==> src/rtl/bfr_pkg.sv <==
// Package for the binary frame receiver: result codes, frame positions,
// sync bytes and the result record shared by the parser and output stage.
// No dependencies.
package bfr_pkg;

  // Result kinds
  localparam logic [1:0] KIND_PAYLOAD   = 2'd0;
  localparam logic [1:0] KIND_GOOD      = 2'd1;
  localparam logic [1:0] KIND_CHECK_ERR = 2'd2;
  localparam logic [1:0] KIND_LEN_ERR   = 2'd3;

  // Sync pair
  localparam logic [7:0] SYNC_FIRST  = 8'hB5;
  localparam logic [7:0] SYNC_SECOND = 8'h62;

  // Frame byte positions (sync bytes are positions 0 and 1)
  localparam int CNT_W = 17;
  localparam logic [CNT_W-1:0] POS_CLASS    = 17'd2;
  localparam logic [CNT_W-1:0] POS_ID       = 17'd3;
  localparam logic [CNT_W-1:0] POS_LEN_LO   = 17'd4;
  localparam logic [CNT_W-1:0] POS_LEN_HI   = 17'd5;
  localparam logic [CNT_W-1:0] HEADER_END   = 17'd6;
  localparam logic [CNT_W-1:0] FRAME_OVHD   = 17'd8;
  localparam logic [CNT_W-1:0] CHECK_BYTES  = 17'd2;

  localparam logic [CNT_W-1:0] MAX_LEN_RESET = 17'd4096;

  // One result item
  typedef struct packed {
    logic [1:0]  kind;
    logic [7:0]  payload_byte;
    logic [7:0]  msg_class;
    logic [7:0]  msg_id;
    logic [15:0] payload_len;
  } bfr_result_t;

endpackage

==> src/rtl/binary_frame_receiver_fletcher.sv <==
// Binary frame receiver (sync 0xB5 0x62, Fletcher-8 checksum), top level.
// Holds the input register and the length limit register.
// Depends on bfr_pkg, bfr_parser, bfr_out_reg.
//
// Usage:
//   Input channel: one received byte per request on rx_byte, handshake
//   in_valid / in_stall. Output channel: one result per request on kind,
//   payload_byte, msg_class, msg_id, payload_len, handshake out_valid /
//   out_stall. A request moves at an edge with valid high and stall low.
//   Results: one per payload byte, one at frame end (good or checksum
//   error), one for a length error; sync, header and the first checksum
//   byte give none.
//   Path: a byte goes through the input register and the parser step into
//   the result register. Throughput: one byte per cycle while out_stall is
//   low, set by the single parser step between the two registers.
//   cfg_wr_en / cfg_wr_data write max_frame_len (total frame length limit).
//   Reset (rst, synchronous): parser returns to hunting, both registers
//   empty, max_frame_len = 4096.
//   When out_stall holds a result, the next byte still enters the input
//   register; in_stall rises once that register is full too.
module binary_frame_receiver_fletcher import bfr_pkg::*; (
  input  logic              clk,
  input  logic              rst,
  input  logic              in_valid,
  output logic              in_stall,
  input  logic [7:0]        rx_byte,
  input  logic              cfg_wr_en,
  input  logic [CNT_W-1:0]  cfg_wr_data,
  output logic              out_valid,
  input  logic              out_stall,
  output logic [1:0]        kind,
  output logic [7:0]        payload_byte,
  output logic [7:0]        msg_class,
  output logic [7:0]        msg_id,
  output logic [15:0]       payload_len
);

  logic             in_full;
  logic [7:0]       in_byte;
  logic [CNT_W-1:0] max_frame_len;
  logic             free;
  logic             step;
  logic             res_valid;
  bfr_result_t      res;
  bfr_result_t      out_data;

  // Byte in the input register moves through the parser when the
  // result register can take it
  assign step     = in_full && free;
  assign in_stall = in_full && !free;

  // Input register
  always_ff @(posedge clk) begin
    if (rst) begin
      in_full <= 1'b0;
    end else if (!in_stall) begin
      in_full <= in_valid;
    end
  end

  always_ff @(posedge clk) begin
    if (in_valid && !in_stall) begin
      in_byte <= rx_byte;
    end
  end

  // Length limit register
  always_ff @(posedge clk) begin
    if (rst) begin
      max_frame_len <= MAX_LEN_RESET;
    end else if (cfg_wr_en) begin
      max_frame_len <= cfg_wr_data;
    end
  end

  bfr_parser u_parser (
    .clk           (clk),
    .rst           (rst),
    .step          (step),
    .data_byte     (in_byte),
    .max_frame_len (max_frame_len),
    .res_valid     (res_valid),
    .res           (res)
  );

  bfr_out_reg u_out_reg (
    .clk       (clk),
    .rst       (rst),
    .load      (res_valid),
    .load_data (res),
    .free      (free),
    .out_valid (out_valid),
    .out_stall (out_stall),
    .out_data  (out_data)
  );

  assign kind         = out_data.kind;
  assign payload_byte = out_data.payload_byte;
  assign msg_class    = out_data.msg_class;
  assign msg_id       = out_data.msg_id;
  assign payload_len  = out_data.payload_len;

endmodule

==> src/rtl/bfr_parser.sv <==
// Frame parser: sync hunt, header capture, length check, Fletcher-8 sum
// and checksum compare, one byte per step. Depends on bfr_pkg.
module bfr_parser import bfr_pkg::*; (
  input  logic             clk,
  input  logic             rst,
  input  logic             step,
  input  logic [7:0]       data_byte,
  input  logic [CNT_W-1:0] max_frame_len,
  output logic             res_valid,
  output bfr_result_t      res
);

  logic [7:0]       prev_hunt_byte, prev_hunt_byte_next;
  logic [CNT_W-1:0] byte_count, byte_count_next;
  logic [CNT_W-1:0] frame_len, frame_len_next;
  logic [7:0]       sum_a, sum_a_next;
  logic [7:0]       sum_b, sum_b_next;
  logic [7:0]       class_reg, class_reg_next;
  logic [7:0]       id_reg, id_reg_next;
  logic [7:0]       got_check_a, got_check_a_next;

  logic [7:0]       add_a;
  logic [7:0]       add_b;
  logic [15:0]      hdr_len;
  logic [CNT_W-1:0] hdr_frame_len;
  logic [CNT_W-1:0] check_pos;
  logic [15:0]      cur_plen;

  // Running Fletcher-8 sums with the current byte folded in
  assign add_a         = sum_a + data_byte;
  assign add_b         = sum_b + add_a;
  assign hdr_len       = {data_byte, frame_len[7:0]};
  assign hdr_frame_len = {1'b0, hdr_len} + FRAME_OVHD;
  assign check_pos     = frame_len - CHECK_BYTES;
  assign cur_plen      = 16'(frame_len - FRAME_OVHD);

  // Next state and result
  always_comb begin
    prev_hunt_byte_next = prev_hunt_byte;
    byte_count_next     = byte_count;
    frame_len_next      = frame_len;
    sum_a_next          = sum_a;
    sum_b_next          = sum_b;
    class_reg_next      = class_reg;
    id_reg_next         = id_reg;
    got_check_a_next    = got_check_a;
    res_valid           = 1'b0;
    res.kind            = KIND_PAYLOAD;
    res.payload_byte    = 8'd0;
    res.msg_class       = class_reg;
    res.msg_id          = id_reg;
    res.payload_len     = cur_plen;

    if (byte_count == '0) begin
      // hunting for the sync pair
      prev_hunt_byte_next = data_byte;
      if (prev_hunt_byte == SYNC_FIRST && data_byte == SYNC_SECOND) begin
        byte_count_next = POS_CLASS;
        sum_a_next      = 8'd0;
        sum_b_next      = 8'd0;
      end
    end else if (byte_count < HEADER_END) begin
      byte_count_next = byte_count + 1'b1;
      sum_a_next      = add_a;
      sum_b_next      = add_b;
      priority if (byte_count == POS_CLASS) begin
        class_reg_next = data_byte;
      end else if (byte_count == POS_ID) begin
        id_reg_next = data_byte;
      end else if (byte_count == POS_LEN_LO) begin
        frame_len_next = {9'd0, data_byte};
      end else begin
        // second length byte: total length check
        frame_len_next = hdr_frame_len;
        if (hdr_frame_len > max_frame_len) begin
          byte_count_next = '0;
          res_valid       = 1'b1;
          res.kind        = KIND_LEN_ERR;
          res.payload_len = hdr_len;
        end
      end
    end else begin
      byte_count_next = byte_count + 1'b1;
      priority if (byte_count < check_pos) begin
        // payload byte
        sum_a_next       = add_a;
        sum_b_next       = add_b;
        res_valid        = 1'b1;
        res.kind         = KIND_PAYLOAD;
        res.payload_byte = data_byte;
      end else if (byte_count == check_pos) begin
        got_check_a_next = data_byte;
      end else begin
        // second checksum byte ends the frame
        byte_count_next = '0;
        res_valid       = 1'b1;
        res.kind        = (got_check_a == sum_a && data_byte == sum_b) ?
                          KIND_GOOD : KIND_CHECK_ERR;
      end
    end

    if (!step) begin
      res_valid = 1'b0;
    end
  end

  // State registers
  always_ff @(posedge clk) begin
    if (rst) begin
      prev_hunt_byte <= 8'd0;
      byte_count     <= '0;
      frame_len      <= '0;
      sum_a          <= 8'd0;
      sum_b          <= 8'd0;
      class_reg      <= 8'd0;
      id_reg         <= 8'd0;
      got_check_a    <= 8'd0;
    end else if (step) begin
      prev_hunt_byte <= prev_hunt_byte_next;
      byte_count     <= byte_count_next;
      frame_len      <= frame_len_next;
      sum_a          <= sum_a_next;
      sum_b          <= sum_b_next;
      class_reg      <= class_reg_next;
      id_reg         <= id_reg_next;
      got_check_a    <= got_check_a_next;
    end
  end

endmodule

==> src/rtl/bfr_out_reg.sv <==
// Result register on the output channel: holds one result until taken
// and reports when it can take the next one. Depends on bfr_pkg.
module bfr_out_reg import bfr_pkg::*; (
  input  logic        clk,
  input  logic        rst,
  input  logic        load,
  input  bfr_result_t load_data,
  output logic        free,
  output logic        out_valid,
  input  logic        out_stall,
  output bfr_result_t out_data
);

  // Free when empty or when the held request leaves this cycle
  assign free = !out_valid || !out_stall;

  always_ff @(posedge clk) begin
    if (rst) begin
      out_valid <= 1'b0;
    end else if (load) begin
      out_valid <= 1'b1;
    end else if (!out_stall) begin
      out_valid <= 1'b0;
    end
  end

  always_ff @(posedge clk) begin
    if (load) begin
      out_data <= load_data;
    end
  end

endmodule

==> config.mk <==
export PLATFORM = sky130hd
export DESIGN_NAME = binary_frame_receiver_fletcher
export DESIGN_NICKNAME = d
export VERILOG_FILES = /design/src/rtl/bfr_pkg.sv /design/src/rtl/binary_frame_receiver_fletcher.sv /design/src/rtl/bfr_parser.sv /design/src/rtl/bfr_out_reg.sv
export SDC_FILE = /design/constraint.sdc
export NUM_CORES = 1
export LEC_CHECK = 0
export BUFFER_PORTS_ARGS = -buffer_cell sky130_fd_sc_hd__buf_2
export CELL_PAD_IN_SITES_DETAIL_PLACEMENT = 2
export CELL_PAD_IN_SITES_GLOBAL_PLACEMENT = 2
export CORE_UTILIZATION = 25
export DETAILED_ROUTE_END_ITERATION = 8
export GPL_TIMING_DRIVEN = 1
export PLACE_DENSITY_LB_ADDON = 0.05
export SYNTH_ARGS = -nofsm -noshare
export SYNTH_HDL_FRONTEND = slang
export SYNTH_HIERARCHICAL = 1
export SYNTH_SLANG_ARGS = --single-unit
==> constraint.sdc <==
create_clock -name clk -period 8.9 [get_ports clk]
set_input_delay 1.78 -clock clk [delete_from_list [all_inputs] [get_ports clk]]
set_output_delay 1.78 -clock clk [all_outputs]
set_load 0.01 [all_outputs]
==> results.md, run 1 <==
* Status: finished, final reports clean
* Cell count of the worst reg-to-reg path at 15
* Layout cells sized above 1 at 0.138
* Fin crit share at 0.583
* Setup Fix Bufs, Post-CTS at 0
* Distinct cells, synth at 68
* Synth warn at 6
* HP Start: u_parser/class_reg[4]
* P_int at 1.17 mW
* Commonest non-fill, non-tap cell in the layout: dfxtp_1
* Std cell rows at 66
* Initial drt markers at 247
* Inserted Clock Buffers at 17
* Largest net degree at the start of global routing at 75
* Worst hold slack at 432 ps
* WHS Endpoint: u_out_reg/out_data[28]
* CORE AREA at 0.0325 sq mm
* Setup crit end kind: flop
* Sequential power share at 0.470
* Post-synthesis cell count at 890
* Crit-path slowest cell: a311oi_4
* Total wire length at 27.8 mm
* Final ANT Viol Nets at 0
* Die width at 184 microns
* Number of global-route vias before repair at 7,567
* Tightest Pin Transition at 1170 ps
* Critical Path RT at 9000 ps
* Pleak at 3.85 nW
* Layout fillers at 3,711
* Crit Path Class: flop to flop
* Worst path cell trace: inv_1 > ha_1 > nand2_1 > or3_1 > nor3_1 > nand2_1 > nor3_1 > xnor2_1 > ha_1 > nand4_1 > nor2_1 > a221oi_1 > o211ai_2 > a311oi_4 > buf_4
* Root buf cell: clkbuf_16
* CTS sink cnt at 151
* Power Dens Cells at 162 mW/mm^2
* Post-synth EDFFs at 50
* Inserted Diodes at 0
* Total Neg Setup Slack at 0 ps
* Die height at 184 microns
* Post-synth top flop: dfxtp_1
* IO buf count at 73
* Slew Limit Fails at 0
* Total Routing Usage GR at 0.173
* Worst path max stage delay at 1010 ps
* Routed length per instance at 19.9 microns
* Post-Syn Area at 0.00825 sq mm
* Worst VDD drop at 129 uV
* Hold Crit Depth at 0
* Reg-to-reg startpoint: u_parser/frame_len[3]
* Top reg by flops: u_out_reg/out_data
* Vias per cell at 4.85
* Post-Layout Inst Area at 0.00958 sq mm
* CTS tree: yes
* Vias at 6,750
* H-tree Lvls at 4
* Fin. Hold Viols at 0
* Hold Crit Class: flop to flop
* Switching power at 384 uW
* Crit. Startpoint: u_parser/frame_len[3]
* First-pass DRT Iterations at 4
* Unrepaired setup endpoints after global routing: no
* Crit Path Max Fanout at 26
* CTS max path bufs at 2
* Layout area overhead at 16.2%
* Comb power frac at 0.051
* First-pass GRT wire length at 43.8 mm
* Reg2reg end: u_out_reg/out_data[35]
* Post-DP Area at 0.00899 sq mm
* Final GP Congestion at 0.760
* Minimum clock period at 5190 ps
* # Max-Cap Violations at 0
* Post-Syn Area per Cell at 9.27 sq um
* Worst-skew pair later-pin latency at 440 ps
* Net Sw Frac at 0.247
* Fmax at 193 MHz
* GRT overflow at 0
* Nets@finish at 1,024
* Post-Synthesis Net Count at 976
* # setup viols final at 0
* Most frequent cells in the layout: dfxtp_1, nor2_1, buf_2
* Max_slew headroom at 0.216
* Max reg flops at 42
* Worst reg-to-reg setup slack at 3710 ps
* PostCTS Resize Cnt at 0
* Setup Skew at 12.0 ps
* CP Launch Type: flop
* Initial core utilization at 0.253
* Post-synthesis async set-or-reset flop share at 0
* # hold bufs at CTS at 0
* Post-DP HPWL at 20.4 mm
* Die ar. at 0.0337 sq mm
* Worst-path clk slew at 70 ps
* CP arrival at 5290 ps
* DRC violations left at 0
* Initial antenna violation count at 1
* Total power at 1.55 mW
* Sequential share of the synthesized area at 0.427
* Clk network pwr share at 0.479
* #FFs+latches synth at 151
* I/O pin count at 74
## per-layer routing
layer	track usage	routed length, microns	part of all wire
met4	0.0437	352	0.013
met1	0.225	13400	0.48
met3	0.0309	731	0.026
met5	0	0	0
met2	0.294	13300	0.48
## cells in the mapped netlist (all sizes together) (16+ instances only)
master | instances | share of area
clkbuf | 30 | 0.014
nor2 | 101 | 0.046
ha | 54 | 0.082
nand4 | 16 | 0.013
nor3 | 23 | 0.015
mux2i | 46 | 0.056
a31oi | 23 | 0.017
buf | 22 | 0.017
edfxtp | 50 | 0.18
xnor2 | 32 | 0.034
dfxtp | 101 | 0.25
nand2 | 68 | 0.031
inv | 42 | 0.019
xor2 | 30 | 0.032
nand3 | 55 | 0.034
a21oi | 63 | 0.040
## worst max-delay path: cells and delay by family, from the launching register on
| family | cells | cell delay (ps) |
|---|---|---|
| AO/OA/AOI/OAI | 3 | 1610 |
| AND/OR/NAND/NOR | 7 | 1410 |
| buffers and inverters | 2 | 720 |
| adder cells (fa/ha/maj) | 2 | 550 |
| flip-flops | 1 | 390 |
| XOR/XNOR | 1 | 150 |
## power groups by stage
stage | Clock, mW | Sequential [mW] | Combinational (mW)
floorplan | 0 | 0.736 | 0.0553
global placement | 0 | 0.744 | 0.0779
detailed placement | 0 | 0.745 | 0.0815
CTS | 0.772 | 0.729 | 0.0820
global route | 0.797 | 0.730 | 0.0904
finish | 0.742 | 0.729 | 0.0798
## logic make-up after synthesis
family          after synthesis  share of synthesized area
fa+ha+maj                    56                     0.0868
buf+inv                      94                     0.0501
mux                          49                     0.0599
xor+xnor                     62                     0.0658
compound gates              137                      0.106
flops                       151                      0.427
simple gates                341                      0.204
## stage by stage
step                instances  worst slack, ps  utilization
floorplan                 890             1840            -
global placement         1361             3870        0.276
detailed placement       1361             3560        0.276
CTS                      1393             3540        0.294
global route             1393             3220        0.294
finish                   1393             3710        0.294
## cell type report
type | count | area, sq um | share of cell area
sequential | 151 | 3520 | 0.368
timing repair buffer | 81 | 425 | 0.0444
multi-input combinational | 645 | 4330 | 0.452
inverter | 42 | 158 | 0.0165
tap | 442 | 553 | 0.0577
clock inverter | 14 | 148 | 0.0154
clock buffer | 18 | 439 | 0.0458
## how the worst max path moves through the flow
stage	endpoint	slack, ps	cells past startpoint
after floorplan	u_out_reg/out_data[0]	1840	15
after global placement	u_out_reg/out_data[19]	3870	15
after detailed placement	u_out_reg/out_data[19]	3560	15
after CTS	u_out_reg/out_data[22]	3540	15
after global routing	u_parser/byte_count[2]	3220	16
final	u_out_reg/out_data[35]	3710	15
Power figures use the tool's default switching activity.
==> run 2, diff against run 1 <==
--- a/config.mk
+++ b/config.mk
@@ -5,6 +5,7 @@
 export SDC_FILE = /design/constraint.sdc
 export NUM_CORES = 1
 export LEC_CHECK = 0
+export ABC_AREA = 1
 export BUFFER_PORTS_ARGS = -buffer_cell sky130_fd_sc_hd__buf_2
 export CELL_PAD_IN_SITES_DETAIL_PLACEMENT = 2
 export CELL_PAD_IN_SITES_GLOBAL_PLACEMENT = 2
==> constraint.sdc (replaced) <==
create_clock -name clk -period 5.4 [get_ports clk]
set_input_delay 1.08 -clock clk [delete_from_list [all_inputs] [get_ports clk]]
set_output_delay 1.08 -clock clk [all_outputs]
set_load 0.01 [all_outputs]
==> results.md, run 2 <==
* Root buf cell: clkbuf_16
* Worst reg-to-reg setup slack at 1070 ps
* CP bufs+invs at 6
* Commonest non-fill, non-tap cell in the layout: nand2_1
* Post-Synthesis Net Count at 1,224
* Layout cells sized above 1 at 0.146
* CTS sink cnt at 151
* Crit Path Max Fanout at 27
* Fin. Hold Viols at 0
* # hold bufs at CTS at 0
* Synth Area in Adders at 0.0803
* Placed insts at 1,634
* First-pass GRT wire length at 50.4 mm
* Switching power at 666 uW
* Post-synthesis async set-or-reset flop share at 0
* Initial drt markers at 257
* Combinational family with the most area after synthesis: simple AND/OR/NAND/NOR gates
* Post-Syn Area at 0.00892 sq mm
* Crit Path Class: flop to flop
* Inserted Clock Buffers at 17
* Die ar. at 0.0364 sq mm
* Unrepaired setup endpoints after global routing: no
* Total Neg Setup Slack at 0 ps
* Setup Skew at 6.27 ps
* Clk network pwr share at 0.491
* CORE AREA at 0.0348 sq mm
* Comb power frac at 0.058
* Max_slew headroom at 0.311
* IO buf count at 73
* P_int at 1.99 mW
* DRC violations left at 0
* Largest area contributor in the netlist: dfxtp_1
* First-pass DRT Iterations at 4
* Vias per cell at 4.64
* Hold Crit Class: flop to flop
* Total Routing Usage GR at 0.185
* Worst-skew pair later-pin latency at 450 ps
* Die height at 191 microns
* #FFs+latches synth at 151
* Multiplexer share of the synthesized area at 0
* Worst path cell trace: nor2_1 > inv_1 > nor2_1 > inv_1 > nor2_1 > nand2_1 > nor2_1 > nand3_1 > xor2_1 > ha_1 > nand2_1 > inv_1 > nand2_1 > nand2_1 > nor2_1 > nand3_1 > nand2_1 > clkinv_1 > nand3_1 > and3_2 > buf_12 > inv_1 > a21oi_2
* Worst-path clk slew at 70 ps
* I/O pin count at 74
* Setup Fix Bufs, Post-CTS at 0
* # setup viols final at 0
* CP arrival at 4700 ps
* Post-synthesis cell count at 1,138
* CTS tree: yes
* Post-DP HPWL at 24.0 mm
* Tightest Pin Transition at 1030 ps
* XOR/XNOR share of the synthesized area at 0.0589
* Crit-path leading delay family: simple AND/OR/NAND/NOR gates
* Post-route insts no fill at 1,666
* Initial core utilization at 0.256
* Worst VDD drop at 222 uV
* Post-synth EDFFs at 50
* Net Sw Frac at 0.251
* Top-count cell post-synth: nand2_1
* Most frequent cells in the layout: nand2_1, nor2_1, inv_1
* PostCTS Resize Cnt at 0
* Simple-Gate Fraction of Synth Area at 0.270
* Sequential share of the synthesized area at 0.395
* Post-synth top flop: dfxtp_1
* Vias at 7,736
* Final GP Congestion at 0.790
* Power Dens Cells at 257 mW/mm^2
* Layout area overhead at 15.5%
* CTS max path bufs at 2
* Compound-Gate Fraction of Synth Area at 0.104
* Distinct cells, synth at 50
* Final ANT Viol Nets at 0
* Number of global-route vias before repair at 8,640
* Crit-path slowest cell: and3_2
* GRT overflow at 0
* Post-Syn Area per Cell at 7.84 sq um
* Worst path max stage delay at 520 ps
* Std cell rows at 68
* Inserted Diodes at 0
* Yosys top cell area share at 0.227
* CP Launch Type: flop
* Top reg by flops: u_out_reg/out_data
* Max reg flops at 42
* Critical Path RT at 5770 ps
* Die width at 191 microns
* H-tree Lvls at 4
* Routed length per instance at 19.1 microns
* Slew Limit Fails at 0
* Fmax at 231 MHz
* Nets@finish at 1,284
* Pleak at 4.57 nW
* Status: finished, final reports clean
* Largest net degree at the start of global routing at 57
* Initial antenna violation count at 0
* # Max-Cap Violations at 0
* Dominant cells by area after synthesis: dfxtp_1, edfxtp_1, nand2_1, ha_1, nor2_1
* Sequential power share at 0.450
* Total wire length at 31.8 mm
* Minimum clock period at 4330 ps
* Layout fillers at 4,067
* Commonest cells post-synth: nand2_1, nor2_1, inv_1
* Fin crit share at 0.802
* Synth warn at 6
* Setup crit end kind: flop
[run 2: path summary, 6_finish.rpt]
kind | from | end | depth (start not counted)
hold reg to reg | u_parser/id_reg[1] | u_out_reg/out_data[17] | 0
setup reg to reg | u_parser/frame_len[5] | u_out_reg/out_valid | 23
hold / removal | u_parser/id_reg[1] | u_out_reg/out_data[17] | 0
setup / recovery | u_parser/frame_len[5] | u_out_reg/out_valid | 23
[run 2: stage by stage]
stage | cell area (sq um) | hold slack, ps | total power, mW | setup WS (ps) | util
finish | 10300 | 435 | 2.65 | 1070 | 0.296
global placement | 9680 | 407 | 1.38 | 1210 | 0.278
floorplan | 8920 | 403 | 1.31 | 1290 | -
detailed placement | 9680 | 415 | 1.38 | 1070 | 0.278
global route | 10300 | 447 | 2.76 | 616 | 0.296
CTS | 10300 | 439 | 2.71 | 1050 | 0.296
[run 2: logic make-up (layout without fill, tap and decap cells)]
group / after synthesis / count (layout)
flops: 151 / 151
fa+ha+maj: 56 / 56
xor+xnor: 60 / 60
simple gates: 520 / 520
compound gates: 166 / 166
buf+inv: 185 / 258
[run 2: area by class of cell]
type	count	area, sq um	area share
inverters	142	547	0.0531
flip-flops and latches	151	3520	0.342
well taps	455	569	0.0553
clock inverters	14	184	0.0179
clock buffers	18	439	0.0426
repair buffers	84	460	0.0447
multi-input cells	802	4580	0.444
[run 2: power by group through the flow]
stage	registers [mW]	clock network, mW	logic [mW]
4_1_cts	1.19	1.35	0.160
2_1_floorplan	1.22	0	0.0994
3_3_place_gp	1.22	0	0.156
6_report	1.19	1.30	0.155
5_1_grt	1.20	1.39	0.176
3_5_place_dp	1.22	0	0.159
[run 2: worst register-to-register path: cells and delay by family (launching register included)]
kind,cells,cell delay (ps)
DFF,1,380
and+or+nand+nor,14,2400
xor gates and xnor gates,1,150
adders and majority gates,1,300
buffers and inverters,6,860
AOI/OAI and AO/OA,1,150
[run 2: layer usage]
metal | vias up | track usage | part of all wire
met3 | 18 | 0.0271 | 0.021
met5 | - | 0 | 0
met1 | 3793 | 0.247 | 0.51
li1 | 3847 | - | -
met2 | 78 | 0.309 | 0.46
met4 | 0 | 0.0517 | 0.013
==> run 3, diff against run 2 <==
==> constraint.sdc (replaced) <==
create_clock -name clk -period 4.28 [get_ports clk]
set_input_delay 0.856 -clock clk [delete_from_list [all_inputs] [get_ports clk]]
set_output_delay 0.856 -clock clk [all_outputs]
set_load 0.01 [all_outputs]
==> results.md, run 3 (synthesized netlist as in run 2, its figures left out) <==
* IO buf count at 73
* Final ANT Viol Nets at 0
* Crit Path Max Fanout at 27
* Max reg flops at 42
* Initial drt markers at 315
* Setup crit end kind: flop
* Pleak at 4.54 nW
* Layout cells sized above 1 at 0.149
* Die ar. at 0.0364 sq mm
* Power Dens Cells at 305 mW/mm^2
* Root buf cell: clkbuf_16
* Unrepaired setup endpoints after global routing: no
* CTS sink cnt at 151
* Fin crit share at 0.914
* Worst-path clk slew at 60 ps
* Die height at 191 microns
* I/O pin count at 74
* Critical Path RT at 4380 ps
* PostCTS Resize Cnt at 0
* Hold Crit Depth at 0
* Inserted Diodes at 0
* HP Start: u_parser/id_reg[5]
* Tightest Pin Transition at 973 ps
* Top reg by flops: u_out_reg/out_data
* Total Routing Usage GR at 0.184
* Fmax at 256 MHz
* H-tree Lvls at 4
* Worst-skew pair later-pin latency at 450 ps
* Fin. Hold Viols at 0
* Max_slew headroom at 0.351
* CTS max path bufs at 2
* Initial antenna violation count at 0
* Crit Path Class: flop to flop
* Nets@finish at 1,290
* CORE AREA at 0.0348 sq mm
* Commonest non-fill, non-tap cell in the layout: nand2_1
* Minimum clock period at 3910 ps
* Most frequent cells in the layout: nand2_1, nor2_1, inv_1
* Number of global-route vias before repair at 8,450
* Die width at 191 microns
* Routed length per instance at 18.9 microns
* Reg-to-reg startpoint: u_parser/frame_len[3]
* Setup Fix Bufs, Post-CTS at 0
* Final GP Congestion at 0.769
* First-pass GRT wire length at 50.1 mm
* First-pass DRT Iterations at 4
* Initial core utilization at 0.256
* Hold Crit Class: flop to flop
* GRT overflow at 0
* Vias at 7,821
* Setup Skew at 12.7 ps
* Placed insts at 1,640
* # setup viols final at 0
* CTS tree: yes
* Worst VDD drop at 279 uV
* Std cell rows at 68
* CP Launch Type: flop
* DRC violations left at 0
* Inserted Clock Buffers at 17
* Layout area overhead at 14.8%
* Post-DP HPWL at 24.4 mm
* # hold bufs at CTS at 0
* Status: finished, final reports clean
* Post-Layout Inst Area at 0.0102 sq mm
* CP arrival at 4010 ps
* Largest net degree at the start of global routing at 43
* Crit. Startpoint: u_parser/frame_len[3]
* Cell count of the worst reg-to-reg path at 19
* Post-route insts no fill at 1,672
* Total Neg Setup Slack at 0 ps
* # Max-Cap Violations at 0
* Slew Limit Fails at 0
* Post-DP Area at 0.00971 sq mm
* Vias per cell at 4.68
* Total wire length at 31.6 mm
-- run 3: layer usage --
metal  part of all wire  vias up  global-route usage
met1               0.51     3843               0.252
li1                   -     3866                   -
met4             0.0092        0              0.0409
met5                  0        -                   0
met3              0.032       15              0.0351
met2               0.45       97               0.297
-- run 3: path summary, 6_finish.rpt --
kind / to / slack (ps)
worst max-delay path: u_out_reg/out_data[16] / 370
worst max register to register: u_out_reg/out_data[16] / 370
worst min-delay path: u_out_reg/out_data[21] / 440
worst min register to register: u_out_reg/out_data[21] / 440
-- run 3: worst max-delay path: stages (launching register included) --
cell	delay, ps
dfxtp_1	510
inv_1	160
ha_1	270
nand2_1	160
inv_1	80
nand3_1	110
xnor2_1	130
inv_1	60
o21ai_0	170
inv_1	70
ha_1	180
nand2_1	70
a21oi_1	50
o21ai_0	310
nand3_1	250
nand2_1	210
clkinv_1	120
nand3_1	70
and3_2	190
buf_4	350
-- run 3: metrics by stage --
stage / hold slack (ps) / utilization / worst slack, ps / total power [mW]
2_1_floorplan: 403 / - / 167 / 1.66
3_3_place_gp: 408 / 0.279 / 520 / 1.74
6_report: 438 / 0.294 / 370 / 3.13
5_1_grt: 449 / 0.294 / 13.8 / 3.27
3_5_place_dp: 415 / 0.279 / 419 / 1.74
4_1_cts: 439 / 0.294 / 369 / 3.20
-- run 3: final cells by class --
cell class,count,area [sq um]
Tap cell,455,569
Timing Repair Buffer,90,493
Multi-Input combinational cell,802,4580
Fill cell,4032,24600
Clock inverter,13,97.6
Inverter,142,547
Sequential cell,151,3520
Clock buffer,19,433
-- run 3: where the power goes --
group / switching (mW) / total [mW] / internal [mW] / leakage, nW
Combinational: 0.132 / 0.194 / 0.0626 / 2.96
Clock: 0.678 / 1.43 / 0.747 / 0.256
Sequential: 0.0145 / 1.51 / 1.49 / 1.33
